File: config.mk
export PLATFORM = sky130hd
export DESIGN_NAME = tap_tempo_wiper_mapper_top
export DESIGN_NICKNAME = d
export VERILOG_FILES = /design/src/ttwm_pkg.sv /design/src/ttwm_regs.sv /design/src/ttwm_ctrl.sv /design/src/ttwm_dp.sv /design/src/tap_tempo_wiper_mapper_top.sv
export SDC_FILE = /design/constraint.sdc
export NUM_CORES = 2
export LEC_CHECK = 0
export BUFFER_PORTS_ARGS = -buffer_cell sky130_fd_sc_hd__buf_4
export CAP_MARGIN = 20
export CORE_MARGIN = 8
export CORE_UTILIZATION = 50
export DETAILED_ROUTE_END_ITERATION = 10
export HOLD_SLACK_MARGIN = 0.05
export PLACE_DENSITY = 0.69
export SETUP_SLACK_MARGIN = 0.4
export SLEW_MARGIN = 20
export SYNTH_ARGS = -nofsm -noshare
export SYNTH_HDL_FRONTEND = slang
export SYNTH_HIERARCHICAL = 1
export SYNTH_SLANG_ARGS = --single-unit
File: constraint.sdc
create_clock -name clk_i -period 6.5 [get_ports clk_i]
set_input_delay 0 -clock clk_i [delete_from_list [all_inputs] [get_ports clk_i]]
set_output_delay 0 -clock clk_i [all_outputs]
set_load 0.03 [all_outputs]
File: src/ttwm_pkg.sv
`timescale 1ns / 1ps
`default_nettype none
// ----------------------------------------------------------------------------
// ttwm_pkg
// Shared types, constants and the tempo ROM of the tap tempo wiper mapper.
// ----------------------------------------------------------------------------
package ttwm_pkg;

  localparam int unsigned TABLE_ENTRIES = 255;
  localparam int unsigned IDX_W = 8;
  localparam int unsigned TEMPO_W = 11;
  localparam int unsigned CNT_W = 16;
  localparam int unsigned FACTOR_W = 17;
  localparam int unsigned PROD_W = CNT_W + FACTOR_W;

  localparam logic [IDX_W-1:0] LAST_IDX = IDX_W'(TABLE_ENTRIES - 1);

  localparam logic [1:0] KIND_TICK   = 2'd0;
  localparam logic [1:0] KIND_BUTTON = 2'd1;
  localparam logic [1:0] KIND_POT    = 2'd2;

  localparam logic [1:0] REG_MAX_DELAY = 2'd0;
  localparam logic [1:0] REG_FACTOR    = 2'd1;
  localparam logic [1:0] REG_TIMEOUT   = 2'd2;

  localparam logic [TEMPO_W-1:0]  DELAY_FLOOR     = 11'd41;
  localparam logic [TEMPO_W-1:0]  MAX_DELAY_RST   = 11'd1184;
  localparam logic [FACTOR_W-1:0] FACTOR_RST      = 17'h10000;
  localparam logic [CNT_W-1:0]    TIMEOUT_RST     = 16'd1984;
  localparam logic [FACTOR_W-1:0] ONE_Q16         = 17'h10000;
  localparam logic [CNT_W-1:0]    SAT16           = 16'hFFFF;

  localparam logic [TEMPO_W-1:0] TEMPO_ROM [256] = '{
    11'd41,  11'd42,  11'd44,  11'd47,  11'd52,  11'd58,  11'd63,  11'd68,
    11'd73,  11'd77,  11'd82,  11'd86,  11'd90,  11'd95,  11'd99,  11'd104,
    11'd108, 11'd112, 11'd117, 11'd121, 11'd126, 11'd130, 11'd135, 11'd140,
    11'd145, 11'd149, 11'd154, 11'd159, 11'd164, 11'd168, 11'd173, 11'd177,
    11'd182, 11'd186, 11'd191, 11'd195, 11'd200, 11'd204, 11'd209, 11'd213,
    11'd217, 11'd221, 11'd225, 11'd230, 11'd234, 11'd238, 11'd243, 11'd247,
    11'd252, 11'd256, 11'd260, 11'd265, 11'd269, 11'd274, 11'd278, 11'd282,
    11'd287, 11'd292, 11'd296, 11'd301, 11'd305, 11'd310, 11'd315, 11'd319,
    11'd323, 11'd328, 11'd332, 11'd337, 11'd341, 11'd345, 11'd350, 11'd354,
    11'd359, 11'd363, 11'd367, 11'd372, 11'd376, 11'd380, 11'd384, 11'd388,
    11'd393, 11'd397, 11'd402, 11'd406, 11'd410, 11'd415, 11'd419, 11'd423,
    11'd427, 11'd431, 11'd436, 11'd440, 11'd444, 11'd449, 11'd453, 11'd458,
    11'd462, 11'd466, 11'd470, 11'd475, 11'd479, 11'd483, 11'd488, 11'd492,
    11'd496, 11'd501, 11'd505, 11'd510, 11'd514, 11'd518, 11'd523, 11'd527,
    11'd531, 11'd535, 11'd540, 11'd544, 11'd548, 11'd553, 11'd557, 11'd561,
    11'd566, 11'd570, 11'd574, 11'd579, 11'd583, 11'd587, 11'd591, 11'd595,
    11'd600, 11'd604, 11'd608, 11'd613, 11'd617, 11'd621, 11'd626, 11'd630,
    11'd634, 11'd638, 11'd642, 11'd646, 11'd651, 11'd655, 11'd659, 11'd663,
    11'd668, 11'd672, 11'd676, 11'd681, 11'd685, 11'd688, 11'd693, 11'd697,
    11'd701, 11'd706, 11'd710, 11'd718, 11'd723, 11'd727, 11'd731, 11'd735,
    11'd740, 11'd744, 11'd748, 11'd752, 11'd756, 11'd761, 11'd765, 11'd770,
    11'd773, 11'd778, 11'd782, 11'd786, 11'd791, 11'd795, 11'd799, 11'd803,
    11'd807, 11'd812, 11'd816, 11'd820, 11'd824, 11'd829, 11'd833, 11'd837,
    11'd841, 11'd846, 11'd850, 11'd854, 11'd858, 11'd862, 11'd866, 11'd871,
    11'd875, 11'd879, 11'd883, 11'd888, 11'd892, 11'd896, 11'd900, 11'd905,
    11'd909, 11'd913, 11'd917, 11'd921, 11'd925, 11'd929, 11'd933, 11'd938,
    11'd942, 11'd946, 11'd951, 11'd955, 11'd959, 11'd963, 11'd967, 11'd971,
    11'd976, 11'd980, 11'd984, 11'd988, 11'd992, 11'd996, 11'd1000, 11'd1005,
    11'd1009, 11'd1013, 11'd1018, 11'd1022, 11'd1027, 11'd1028, 11'd1033, 11'd1038,
    11'd1042, 11'd1046, 11'd1051, 11'd1055, 11'd1059, 11'd1063, 11'd1068, 11'd1071,
    11'd1076, 11'd1080, 11'd1084, 11'd1088, 11'd1093, 11'd1097, 11'd1101, 11'd1105,
    11'd1109, 11'd1113, 11'd1118, 11'd1122, 11'd1126, 11'd1130, 11'd1134, 11'd2047
  };

  function automatic logic [TEMPO_W-1:0] rom(input logic [IDX_W-1:0] idx);
    return TEMPO_ROM[idx];
  endfunction

  typedef struct packed {
    logic [1:0] kind;
    logic       button_pressed;
    logic       past_half_ms;
  } in_t;

  typedef struct packed {
    logic             wiper_valid;
    logic [IDX_W-1:0] wiper_position;
    logic             beat_pulse;
    logic             tap_mode;
  } out_t;

  typedef struct packed {
    logic [TEMPO_W-1:0]  max_delay_ms;
    logic [FACTOR_W-1:0] division_factor;
    logic [CNT_W-1:0]    tap_timeout_ms;
  } cfg_t;

  typedef struct packed {
    logic accept;
    logic mul;
    logic sum;
    logic step;
    logic finish;
  } cmd_t;

  typedef struct packed {
    logic tap;
    logic search_done;
    logic out_free;
  } status_t;

endpackage
`default_nettype wire

File: src/ttwm_regs.sv
`timescale 1ns / 1ps
`default_nettype none
// ----------------------------------------------------------------------------
// ttwm_regs
// Configuration register file behind the APB-style port.
// ----------------------------------------------------------------------------
module ttwm_regs (
  input  wire logic              clk_i,
  input  wire logic              rst_ni,
  input  wire logic              psel,
  input  wire logic              penable,
  input  wire logic              pwrite,
  input  wire logic [3:0]        paddr,
  input  wire logic [31:0]       pwdata,
  output logic      [31:0]       prdata,
  output logic                   pready,
  output ttwm_pkg::cfg_t         cfg_o
);

  ttwm_pkg::cfg_t cfg_q, cfg_d;
  logic           wr_en;
  logic [1:0]     reg_idx;

  assign pready  = 1'b1;
  assign reg_idx = paddr[3:2];
  assign wr_en   = psel & penable & pwrite & pready;

  always_comb begin
    cfg_d = cfg_q;
    if (wr_en) begin
      unique case (reg_idx)
        ttwm_pkg::REG_MAX_DELAY: cfg_d.max_delay_ms    = pwdata[ttwm_pkg::TEMPO_W-1:0];
        ttwm_pkg::REG_FACTOR:    cfg_d.division_factor = pwdata[ttwm_pkg::FACTOR_W-1:0];
        ttwm_pkg::REG_TIMEOUT:   cfg_d.tap_timeout_ms  = pwdata[ttwm_pkg::CNT_W-1:0];
        default: ;
      endcase
    end
  end

  always_comb begin
    unique case (reg_idx)
      ttwm_pkg::REG_MAX_DELAY: prdata = 32'(cfg_q.max_delay_ms);
      ttwm_pkg::REG_FACTOR:    prdata = 32'(cfg_q.division_factor);
      ttwm_pkg::REG_TIMEOUT:   prdata = 32'(cfg_q.tap_timeout_ms);
      default:                 prdata = 32'd0;
    endcase
  end

  always_ff @(posedge clk_i or negedge rst_ni) begin
    if (!rst_ni) begin
      cfg_q.max_delay_ms    <= ttwm_pkg::MAX_DELAY_RST;
      cfg_q.division_factor <= ttwm_pkg::FACTOR_RST;
      cfg_q.tap_timeout_ms  <= ttwm_pkg::TIMEOUT_RST;
    end else begin
      cfg_q <= cfg_d;
    end
  end

  assign cfg_o = cfg_q;

endmodule
`default_nettype wire

File: src/ttwm_ctrl.sv
`timescale 1ns / 1ps
`default_nettype none
// ----------------------------------------------------------------------------
// ttwm_ctrl
// Sequencer: request intake, tap multiply, tempo blend, ROM search, result.
// ----------------------------------------------------------------------------
module ttwm_ctrl (
  input  wire logic              clk_i,
  input  wire logic              rst_ni,
  input  wire logic              in_valid_i,
  output logic                   in_ready_o,
  input  wire ttwm_pkg::status_t status_i,
  output ttwm_pkg::cmd_t         cmd_o
);

  typedef enum logic [4:0] {
    S_IDLE   = 5'b00001,
    S_MUL    = 5'b00010,
    S_SUM    = 5'b00100,
    S_SEARCH = 5'b01000,
    S_PICK   = 5'b10000
  } state_e;

  state_e state_q, state_d;

  assign in_ready_o = (state_q == S_IDLE) & status_i.out_free;

  always_comb begin
    state_d = state_q;
    cmd_o   = '0;
    unique case (state_q)
      S_IDLE: begin
        cmd_o.accept = in_valid_i & in_ready_o;
        if (cmd_o.accept && status_i.tap) begin
          state_d = S_MUL;
        end
      end
      S_MUL: begin
        cmd_o.mul = 1'b1;
        state_d   = S_SUM;
      end
      S_SUM: begin
        cmd_o.sum = 1'b1;
        state_d   = S_SEARCH;
      end
      S_SEARCH: begin
        if (status_i.search_done) begin
          state_d = S_PICK;
        end else begin
          cmd_o.step = 1'b1;
        end
      end
      S_PICK: begin
        if (status_i.out_free) begin
          cmd_o.finish = 1'b1;
          state_d      = S_IDLE;
        end
      end
      default: state_d = S_IDLE;
    endcase
  end

  always_ff @(posedge clk_i or negedge rst_ni) begin
    if (!rst_ni) begin
      state_q <= S_IDLE;
    end else begin
      state_q <= state_d;
    end
  end

  assert property (@(posedge clk_i) disable iff (!rst_ni)
    cmd_o.accept && status_i.tap |=> state_q == S_MUL ##2 state_q == S_SEARCH)
    else $error("tap request did not reach the search");

  assert property (@(posedge clk_i) disable iff (!rst_ni)
    cmd_o.finish |=> in_ready_o == status_i.out_free)
    else $error("sequencer not back in idle after a result");

  assert property (@(posedge clk_i) disable iff (!rst_ni)
    state_q != S_IDLE |-> !cmd_o.accept)
    else $error("request taken while busy");

endmodule
`default_nettype wire

File: src/ttwm_dp.sv
`timescale 1ns / 1ps
`default_nettype none
// ----------------------------------------------------------------------------
// ttwm_dp
// Counters, tempo arithmetic, binary search over the tempo ROM, result register.
// ----------------------------------------------------------------------------
module ttwm_dp (
  input  wire logic              clk_i,
  input  wire logic              rst_ni,
  input  wire ttwm_pkg::in_t     in_data_i,
  input  wire ttwm_pkg::cfg_t    cfg_i,
  input  wire ttwm_pkg::cmd_t    cmd_i,
  output ttwm_pkg::status_t      status_o,
  output logic                   out_valid_o,
  input  wire logic              out_ready_i,
  output ttwm_pkg::out_t         out_data_o
);

  localparam int unsigned IW = ttwm_pkg::IDX_W;
  localparam int unsigned TW = ttwm_pkg::TEMPO_W;
  localparam int unsigned CW = ttwm_pkg::CNT_W;
  localparam int unsigned PW = ttwm_pkg::PROD_W;
  localparam int unsigned FW = ttwm_pkg::FACTOR_W;

  // tap state
  logic [CW-1:0] elapsed_q, elapsed_d;
  logic [CW-1:0] beat_q, beat_d;
  logic [CW-1:0] tap_count_q, tap_count_d;
  logic [TW-1:0] tempo_q, tempo_d;
  logic          held_q, held_d;
  logic          tap_ctrl_q, tap_ctrl_d;

  // per-tap working registers
  logic [CW-1:0] m_q;
  logic          first_q;
  logic [PW-1:0] prod_q;
  logic [IW-1:0] lo_q, hi_q;

  // result register
  logic           out_valid_q;
  ttwm_pkg::out_t out_q, out_d;
  logic           out_wr;

  // request decode
  logic          tick, btn, pot;
  logic [CW-1:0] el_inc, bt_inc, el_a, tc_a;
  logic          tmo, start, release_ev, tap;
  logic [CW:0]   m_sum;
  logic          pulse_now;

  // arithmetic and search
  logic [PW:0]   blend;
  logic [FW-1:0] t_raw, t_flr;
  logic [TW-1:0] t_clamp;
  logic [IW-1:0] mid;
  logic [TW-1:0] rom_mid, rom_lo, rom_hi;
  logic [IW-1:0] pos;
  logic          pulse_tap;

  assign tick = in_data_i.kind == ttwm_pkg::KIND_TICK;
  assign btn  = in_data_i.kind == ttwm_pkg::KIND_BUTTON;
  assign pot  = in_data_i.kind == ttwm_pkg::KIND_POT;

  always_comb begin
    el_inc     = (tick && elapsed_q != ttwm_pkg::SAT16) ? elapsed_q + 1'b1 : elapsed_q;
    bt_inc     = (tick && beat_q != ttwm_pkg::SAT16) ? beat_q + 1'b1 : beat_q;
    tmo        = el_inc > cfg_i.tap_timeout_ms;
    el_a       = tmo ? '0 : el_inc;
    tc_a       = tmo ? '0 : tap_count_q;
    start      = btn & in_data_i.button_pressed & ~held_q & (tc_a == '0);
    tap        = btn & in_data_i.button_pressed & ~held_q & (tc_a != '0);
    release_ev = btn & ~in_data_i.button_pressed & held_q;
    m_sum      = (CW+1)'(el_a) + (CW+1)'(in_data_i.past_half_ms);

    elapsed_d   = (start | tap) ? '0 : el_a;
    tap_count_d = tc_a;
    if (start) begin
      tap_count_d = CW'(1);
    end else if (tap && tc_a != ttwm_pkg::SAT16) begin
      tap_count_d = tc_a + 1'b1;
    end
    held_d = held_q;
    if (start | tap) begin
      held_d = 1'b1;
    end else if (release_ev) begin
      held_d = 1'b0;
    end
    tap_ctrl_d = tap_ctrl_q;
    if (tap) begin
      tap_ctrl_d = 1'b1;
    end else if (pot) begin
      tap_ctrl_d = 1'b0;
    end
    pulse_now = ~tap & tap_ctrl_d & (bt_inc > CW'(tempo_q));
    beat_d    = pulse_now ? '0 : bt_inc;
  end

  // tempo blend and clamp
  always_comb begin
    blend = (PW+1)'({tempo_q, 16'd0}) + (PW+1)'(prod_q) + (PW+1)'(ttwm_pkg::ONE_Q16);
    t_raw = first_q ? prod_q[PW-1:16] : blend[PW:17];
    t_flr = (t_raw < FW'(ttwm_pkg::DELAY_FLOOR)) ? FW'(ttwm_pkg::DELAY_FLOOR) : t_raw;
    t_clamp = (t_flr > FW'(cfg_i.max_delay_ms)) ? cfg_i.max_delay_ms : t_flr[TW-1:0];
    tempo_d = tempo_q;
    if (cmd_i.sum) begin
      tempo_d = t_clamp;
    end
  end

  // search probe and final pick
  always_comb begin
    mid     = IW'(((IW+1)'(lo_q) + (IW+1)'(hi_q)) >> 1);
    rom_mid = ttwm_pkg::rom(mid);
    rom_lo  = ttwm_pkg::rom(lo_q);
    rom_hi  = ttwm_pkg::rom(hi_q);
    if (tempo_q <= ttwm_pkg::rom('0)) begin
      pos = '0;
    end else if (tempo_q >= ttwm_pkg::rom(ttwm_pkg::LAST_IDX)) begin
      pos = ttwm_pkg::LAST_IDX;
    end else if ((tempo_q - rom_lo) >= (rom_hi - tempo_q)) begin
      pos = hi_q;
    end else begin
      pos = lo_q;
    end
    pulse_tap = tap_ctrl_q & (beat_q > CW'(tempo_q));
  end

  // result register
  always_comb begin
    out_wr = (cmd_i.accept & ~tap) | cmd_i.finish;
    out_d  = out_q;
    if (cmd_i.finish) begin
      out_d.wiper_valid    = 1'b1;
      out_d.wiper_position = pos;
      out_d.beat_pulse     = pulse_tap;
      out_d.tap_mode       = tap_ctrl_q;
    end else if (cmd_i.accept) begin
      out_d.wiper_valid    = 1'b0;
      out_d.wiper_position = '0;
      out_d.beat_pulse     = pulse_now;
      out_d.tap_mode       = tap_ctrl_d;
    end
  end

  always_ff @(posedge clk_i or negedge rst_ni) begin
    if (!rst_ni) begin
      elapsed_q   <= '0;
      beat_q      <= '0;
      tap_count_q <= '0;
      tempo_q     <= '0;
      held_q      <= 1'b0;
      tap_ctrl_q  <= 1'b0;
      out_valid_q <= 1'b0;
    end else begin
      tempo_q <= tempo_d;
      if (cmd_i.accept) begin
        elapsed_q   <= elapsed_d;
        beat_q      <= beat_d;
        tap_count_q <= tap_count_d;
        held_q      <= held_d;
        tap_ctrl_q  <= tap_ctrl_d;
      end else if (cmd_i.finish && pulse_tap) begin
        beat_q <= '0;
      end
      out_valid_q <= out_wr | (out_valid_q & ~out_ready_i);
    end
  end

  always_ff @(posedge clk_i) begin
    if (cmd_i.accept) begin
      m_q     <= m_sum[CW] ? ttwm_pkg::SAT16 : m_sum[CW-1:0];
      first_q <= tc_a == CW'(1);
    end
    if (cmd_i.mul) begin
      prod_q <= PW'(m_q) * PW'(cfg_i.division_factor);
    end
    if (cmd_i.sum) begin
      lo_q <= '0;
      hi_q <= ttwm_pkg::LAST_IDX;
    end else if (cmd_i.step) begin
      if (rom_mid < tempo_q) begin
        lo_q <= mid;
      end else begin
        hi_q <= mid;
      end
    end
    if (out_wr) begin
      out_q <= out_d;
    end
  end

  assign status_o.tap         = tap;
  assign status_o.search_done = (hi_q - lo_q) <= IW'(1);
  assign status_o.out_free    = ~out_valid_q | out_ready_i;
  assign out_valid_o          = out_valid_q;
  assign out_data_o           = out_q;

  assert property (@(posedge clk_i) disable iff (!rst_ni)
    cmd_i.accept && tap |=> tap_ctrl_q && held_q && elapsed_q == '0)
    else $error("tap did not restart the count");

  assert property (@(posedge clk_i) disable iff (!rst_ni)
    cmd_i.step |=> hi_q > lo_q)
    else $error("search bounds crossed");

  assert property (@(posedge clk_i) disable iff (!rst_ni)
    cmd_i.sum |=> tempo_q <= $past(cfg_i.max_delay_ms))
    else $error("tempo above the upper clamp");

endmodule
`default_nettype wire

File: src/tap_tempo_wiper_mapper_top.sv
`timescale 1ns / 1ps
`default_nettype none
// ----------------------------------------------------------------------------
// tap_tempo_wiper_mapper_top
// Tap tempo detector that maps the tapped tempo onto a wiper position.
// ----------------------------------------------------------------------------
// One request at a time. A tick, a pot override or a button sample that is
// not a tap gives its result in the cycle after acceptance. A tap runs one
// multiply of the count by the subdivision factor, one blend and clamp of the
// tempo, then a binary search of the 255-entry tempo ROM at one probe per
// cycle (up to eight probes plus the end check), and a final pick of the
// nearer neighbor. The next request is taken once the result register is
// free or being drained. No clearing pass after reset.
module tap_tempo_wiper_mapper_top (
  input  wire logic          clk_i,
  input  wire logic          rst_ni,
  input  wire logic          in_valid_i,
  output logic               in_ready_o,
  input  wire ttwm_pkg::in_t in_data_i,
  output logic               out_valid_o,
  input  wire logic          out_ready_i,
  output ttwm_pkg::out_t     out_data_o,
  input  wire logic          psel,
  input  wire logic          penable,
  input  wire logic          pwrite,
  input  wire logic [3:0]    paddr,
  input  wire logic [31:0]   pwdata,
  output logic      [31:0]   prdata,
  output logic               pready
);

  ttwm_pkg::cfg_t    cfg;
  ttwm_pkg::cmd_t    cmd;
  ttwm_pkg::status_t status;

  ttwm_regs u_regs (
    .clk_i   (clk_i),
    .rst_ni  (rst_ni),
    .psel    (psel),
    .penable (penable),
    .pwrite  (pwrite),
    .paddr   (paddr),
    .pwdata  (pwdata),
    .prdata  (prdata),
    .pready  (pready),
    .cfg_o   (cfg)
  );

  ttwm_ctrl u_ctrl (
    .clk_i      (clk_i),
    .rst_ni     (rst_ni),
    .in_valid_i (in_valid_i),
    .in_ready_o (in_ready_o),
    .status_i   (status),
    .cmd_o      (cmd)
  );

  ttwm_dp u_dp (
    .clk_i       (clk_i),
    .rst_ni      (rst_ni),
    .in_data_i   (in_data_i),
    .cfg_i       (cfg),
    .cmd_i       (cmd),
    .status_o    (status),
    .out_valid_o (out_valid_o),
    .out_ready_i (out_ready_i),
    .out_data_o  (out_data_o)
  );

endmodule
`default_nettype wire
; ---- Yosys cells after proc, flatten, opt, wreduce, memory -nomap -nowiden
; Memory sizes are Yosys's and may differ from the RTL's.
; Cells that the tools add are included.
[word_totals]
inputBits = 47
romBits = 8448
reg_bits = 188
memories = 3
[mem_list]
columns = name, words, width, read_ports, rd_ports_with_merged_regs, wr, line_no
row1 = (no name shown), 256, 11, 1, 0, 0, ttwm_pkg.sv:69  ; return TEMPO_ROM[idx];
row2 = (no name shown), 256, 11, 1, 0, 0, ttwm_pkg.sv:69
row3 = (no name shown), 256, 11, 1, 0, 0, ttwm_pkg.sv:69
[op_classes]
order_cmp = 13
reduce_logical = 20
n_bitwise = 28
n_eq_ne = 16
n_mul = 1
add_sub_neg = 10
mux = 40
[op_table]
columns = op, n
row1 = 2-to-1 mux 16 bit, 10
row2 = 2-to-1 mux 11 bit, 8
row3 = case mux 17 bit (3 select lines), 1
row4 = "adder 16 x 1 -> 16 bit, second input constant", 3
row5 = "inequality test 16 bit, second input constant", 3
row6 = adder 27 x 33 -> 34 bit, 1
row7 = "adder 34 x 17 -> 34 bit, second input constant", 1
row8 = 2-to-1 mux 17 bit, 2
row9 = multiplier 16 x 17 -> 33 bit, 1
row10 = greater-than comparator 16 x 11 -> 1 bit, 2
row11 = "greater-or-equal comparator 9 bit, second input constant", 3
row12 = inverter 8 -> 9 bit, 3
row13 = case mux 5 bit (5 select lines), 1
row14 = 2-to-1 mux 8 bit, 3
row15 = subtractor 11 bit, 2
row16 = adder 16 x 1 -> 17 bit, 1
row17 = greater-than comparator 17 x 11 -> 1 bit, 1
row18 = "< comparator 17 x 6 -> 1 bit, second input constant", 1
row19 = "equality test 16 x 1 -> 1 bit, second input constant", 1
row20 = greater-than comparator 16 bit, 1
row21 = zero test 16 bit, 1
row22 = nonzero test 16 bit, 1
row23 = AND 1 bit, 15
row24 = 2-to-1 mux 5 bit, 3
row25 = other kinds (25), 59

; ---- Logic depth before layout (Yosys ltp)
[logic_depth]
depth_word = 12
depth_mapped = 33
ltp_nobuf = 28

; ---- Cells and area by module
; The synthesis kept the hierarchy.
[by_module_without_submodules]
columns = mod, area_per_inst_um2, seq_area_each_um2, instances, cells_each
row1 = ttwm_dp, 26556.7, 3223.1, 1, 3467
row2 = ttwm_regs, 2098.3, 1112.3, 1, 160
row3 = ttwm_ctrl, 360.3, 126.4, 1, 37

; ---- Worst setup path after synthesis
; No wires, ideal clock.
[synth_timing]
path_type = register to register
start = reg u_dp.lo_q[3]
end = reg u_dp.lo_q[6]
path_slack_ps = -120
period_less_slack_ps = 6620
arrival_time_ps = 6529
stages_incl_launch_ff = 30
path_cell_list = dfxtp_1 > clkbuf_1 > inv_1 > clkbuf_1 > clkbuf_1 > ha_1 > inv_1 > and4_4 > nor2_2 > inv_1 > buf_2 > clkbuf_1 > buf_1 > ha_1 > clkbuf_1 > o21ai_0 > a2111oi_0 > a211oi_1 > o31ai_1 > ha_1 > a21o_1 > a21o_1 > a21o_1 > a21oi_1 > nor2_1 > a211oi_1 > and2_1 > clkbuf_1 > a21oi_1 > a311oi_1
[synth_between]
elab_chain_cells = 7
word_cells_on_any_way = 11
[synth_lines]
columns = element, line_no
row1 = from (decl), ttwm_dp.sv:37  ; logic [IW-1:0] lo_q, hi_q;
row2 = from (signal assigned), ttwm_dp.sv:182  ; lo_q <= mid;
row3 = adder 8 x 8 -> 9 bit, ttwm_dp.sv:112  ; mid = IW'(((IW+1)'(lo_q) + (IW+1)'(hi_q)) >> 1);
row4 = net u_dp.mid[2], ttwm_dp.sv:55  ; logic [IW-1:0] mid;
row5 = inverter 8 -> 9 bit (implied by the code), ttwm_pkg.sv:69
row6 = memory read (256 x 11 bit), --
row7 = 2-to-1 mux 11 bit (implied by the code) (2 in series), ttwm_pkg.sv:69
row8 = < comparator 11 bit, ttwm_dp.sv:181  ; if (rom_mid < tempo_q) begin
row9 = AND reduction 2 bit (no line), --
; The timed path passes the listed nets, and every way through them passes these cells. The select of a mux whose other input is x is not followed.
; A chain may end at the register's enable or synchronous reset.

; ---- Final worst setup path
[layout_timing]
start = reg u_dp.m_q[15]
end = reg u_dp.prod_q[24] (data pin)
[layout_between]
elab_chain_cells = 1
[layout_lines]
columns = element, line_no
row1 = from (decl), ttwm_dp.sv:34  ; logic [CW-1:0] m_q;
row2 = from (signal assigned), ttwm_dp.sv:171  ; m_q <= m_sum[CW] ? ttwm_pkg::SAT16 : m_sum[CW-1:0];
row3 = multiplier 16 x 17 -> 33 bit, ttwm_dp.sv:175  ; prod_q <= PW'(m_q) * PW'(cfg_i.division_factor);
row4 = to (signal assigned), ttwm_dp.sv:175
row5 = to (decl), ttwm_dp.sv:36  ; logic [PW-1:0] prod_q;
; Every way passes these cells.

==> run_results.csv <==
group,metric,value,unit
run_status,status,"completed",
global_routing,use_met2,0.4096,
cells_and_area,fillers,5165,
cts,clockBufferDepth,2,
placed_design,io_buffers,59,
setup_path,critical-path-top-delay-family,"adder cells",
setup_path,cp_data_arrival_time,6490,ps
setup_path,crit_chain,"buf_6 -> and2_1 -> fa_1 -> inv_1 -> fa_1 -> inv_1 -> fa_1 -> fa_1 -> inv_1 -> fa_1 -> inv_1 -> fa_1 -> ha_4 -> nand4_1 -> nor2_1 -> nand3_2 -> and2_1 -> a21oi_2 -> o21ai_0 -> nand2b_1 -> a41oi_1 -> xnor2_1",
cts,clock_latency,500,ps
pwr,leakagePower,14.61,nW
pwr,powerDensity,580.0,nW/µm²
synth,yosysSeqAreaShare,0.1538,
synth,ys_seq_elements,172,
synth,yosysWarningCount,6,
setup_path,slowest_delay,550,ps
placed_design,dpl_cell_area,30510,µm²
cells_and_area,mostFrequentLayoutCells,"421 x nand2_1, 363 x inv_1, 277 x ha_1",
cts,cts_tree,"yes",
global_routing,use_met1,0.3293,
global_routing,busiest_layer,"met2",
setup_path,path_max_fanout,4,
timing,post-route-min-period,6249,ps
global_routing,met3_usage,0.03680,
synth,synthSimpleGateAreaFrac,0.1850,
timing,setup_viol,0,
die,row_count,88,
placed_design,place_hpwl,62.91,mm
synth,synth_edf_count,45,
die,fp.dieW,256.9,µm
cells_and_area,diodes,0,
die,die_y,256.9,µm
cells_and_area,area_delta_synth_final,11.84,%
timing,rsz0062_at_grt,"yes",
timing,hold_viol,0,
cells_and_area,final_common_cell,"nand2_1",
cts,cts_buffers,17,
timing,setup_slack,250.7,ps
setup_path,start_kind,"flip-flop",
cells_and_area,instances_no_fill,4510,
synth,syn_avg_cell_area,7.919,µm²
cells_and_area,final_util,0.5635,
synth,synth_cell_types,99,
timing,fin_crit_sh,0.9614,
route,firstDrtPassIters,6,
pwr,p_total,18.82,mW
setup_path,end_kind,"flip-flop",
cts,htree_levels,4,
route,routedWlPerCell,18.92,µm
route,drt-total-wl,85.33,mm
cts,clk_pin_slew,90,ps
route,drc,0,
global_routing,antenna_found_initial,0,
setup_path,critical_path_class,"reg2reg",
cells_and_area,drive_gt1_frac,0.1418,
synth,synthFlopType,"dfrtp_1",
route,via_per_inst,6.024,
cells_and_area,nets,4294,
route,antenna_left,0,
setup_path,crit_buf_inv,5,
route,first_iter_violations,2255,
timing,slew_headroom,0.2699,
synth,synth-xor-area-share,0.02898,
die,num_io_pins,93,
global_routing,grt_pass1_wl,136.9,mm
timing,fmax,0.1600,GHz
min_path,hp-class,"in2async",
placed_design,dpl.cell_count,4379,
timing,worstMarginPinSlew,1080,ps
job,cap_violations,0,
global_routing,gr-usage-all-layers,0.2478,
timing,setup_tns,0,ps
placed_design,pre_cts_ws,70.39,ps
die,start_util,0.5039,
synth,synth_fa_ha_area_frac,0.2780,
timing,slew_violations,0,
timing,whs,77.35,ps
die,core_area,57590,µm²
route,num_vias,27170,
placed_design,place.gp.congestion,0.9365,
synth,synth_compound_area_frac,0.2226,
synth,syn_inst,3664,
setup_path,cpMaxStageDelayCell,"fa_1",
synth,synth_top_family_by_area,"adder cells",
timing,fin_skew,25.13,ps
synth,synth_mux_area_frac,0.04235,
pwr,peakVddDrop,1202,µV
synth,ys_async_sr_fraction,0.6453,
synth,synth.cell_area,29020,µm²
cells_and_area,fin_area,32450,µm²
setup_path,crit_required,6740,ps
die,die_area,66000,µm²
global_routing,grt_pass1_vias,25760,
cts,clock-sinks,172,
global_routing,grt_max_degree,88,
cts,clockRootBuffer,"clkbuf_16",
global_routing,overflow,0,
setup_path,crit_top_cell,"fa_1",
-- sequential cells by signal, summed over array words and instances (netlist names), 5 cells and up --
register and count:
u_dp/tempo_q 11, u_dp/prod_q 17, u_dp/lo_q 8, u_dp/out_data_o 11, u_ctrl/state_q 5, u_regs/cfg_o 44, u_dp/beat_q 16, u_dp/hi_q 8
u_dp/m_q 16, u_dp/tap_count_q 16, u_dp/elapsed_q 16
-- area by class of cell --
type | instances | area (µm²) | share of cell area
inverters | 386 | 1450 | 0.04469
well taps | 765 | 957.2 | 0.02950
clock buffers | 18 | 429.2 | 0.01323
repair buffers | 302 | 2501 | 0.07708
multi-input cells | 2853 | 22450 | 0.6920
clock inverters | 14 | 165.2 | 0.005090
flip-flops and latches | 172 | 4493 | 0.1385
-- timing repair --
item / CTS / global route
setup buffers: 29 / 40
setup endpoints to repair: 9 / 53
hold endpoints to repair: 99 / 0
cloned: 1 / 1
gates resized for setup: 28 / 123
pin swaps: 9 / 96
hold buffers: 28 / 0
-- cell usage after synthesis (all sizes together), types with 11 or more instances --
library cell,instances,area share
a211o,17,0.0051
inv,379,0.049
o31ai,18,0.0047
a31oi,34,0.0078
nand3,88,0.015
nor4,12,0.0028
o221ai,16,0.0048
mux2i,44,0.015
o21ai,263,0.045
and2,135,0.029
or2,11,0.0025
and3,22,0.0047
nand2,432,0.056
o22ai,27,0.0058
o311ai,19,0.0057
a21boi,12,0.0031
nand2b,33,0.0071
o21a,22,0.0057
nand4,38,0.0082
a2111oi,13,0.0046
a211oi,64,0.017
nor2b,25,0.0054
edfxtp,45,0.047
fa,212,0.15
a21oi,236,0.041
clkbuf,203,0.026
buf,64,0.013
a21o,62,0.016
nor3b,17,0.0046
xnor2,67,0.020
nor2,211,0.027
nor3,63,0.011
dfxtp,16,0.011
xor2,29,0.0088
a311oi,34,0.010
o211ai,59,0.015
mux2,54,0.021
a221oi,11,0.0033
dfrtp,101,0.087
ha,303,0.13
-- cell families (layout without fill, tap and decap cells) --
logic type,count (synthesis),count (layout)
other,2,16
and+or+nand+nor,1124,1124
AOI/OAI and AO/OA,993,993
buffers and inverters,653,720
adders and majority gates,518,518
xor gates and xnor gates,96,96
DFF,172,172
muxes,106,106
-- final timing paths --
path / startpoint / to / slack [ps] / depth (start not counted)
max: u_dp/m_q[15]$_SDFFCE_PP1P_ / u_dp/prod_q[24]$_DFFE_PP_ / 250 / 22
min: rst_ni / u_regs/cfg_o[15]$_DFFE_PN0P_ / 80 / 2
max reg2reg: u_dp/m_q[15]$_SDFFCE_PP1P_ / u_dp/prod_q[24]$_DFFE_PP_ / 250 / 22
min reg2reg: u_regs/cfg_o[3]$_DFFE_PN0P_ / u_regs/cfg_o[3]$_DFFE_PN0P_ / 550 / 1
max in group asynchronous: rst_ni / u_regs/cfg_o[24]$_DFFE_PN0P_ / 5070 / 3
min in group clk_i: penable / u_regs/cfg_o[42]$_DFFE_PN0P_ / 230 / 5
-- where the power goes --
group	switching, mW	internal (mW)	leakage, nW	total, mW
clock network	0.538	0.521	0.291	1.06
registers	0.229	1.76	1.99	1.99
logic	8.21	7.56	12.3	15.8
total	8.97	9.85	14.6	18.8
-- metal layers --
| metal | up-vias | share of wire |
|---|---|---|
| li1 | 12910 | - |
| met1 | 13090 | 0.43 |
| met2 | 1019 | 0.47 |
| met3 | 153 | 0.066 |
| met4 | 0 | 0.031 |
| met5 | - | 0 |
Power figures use the tool's default switching activity.
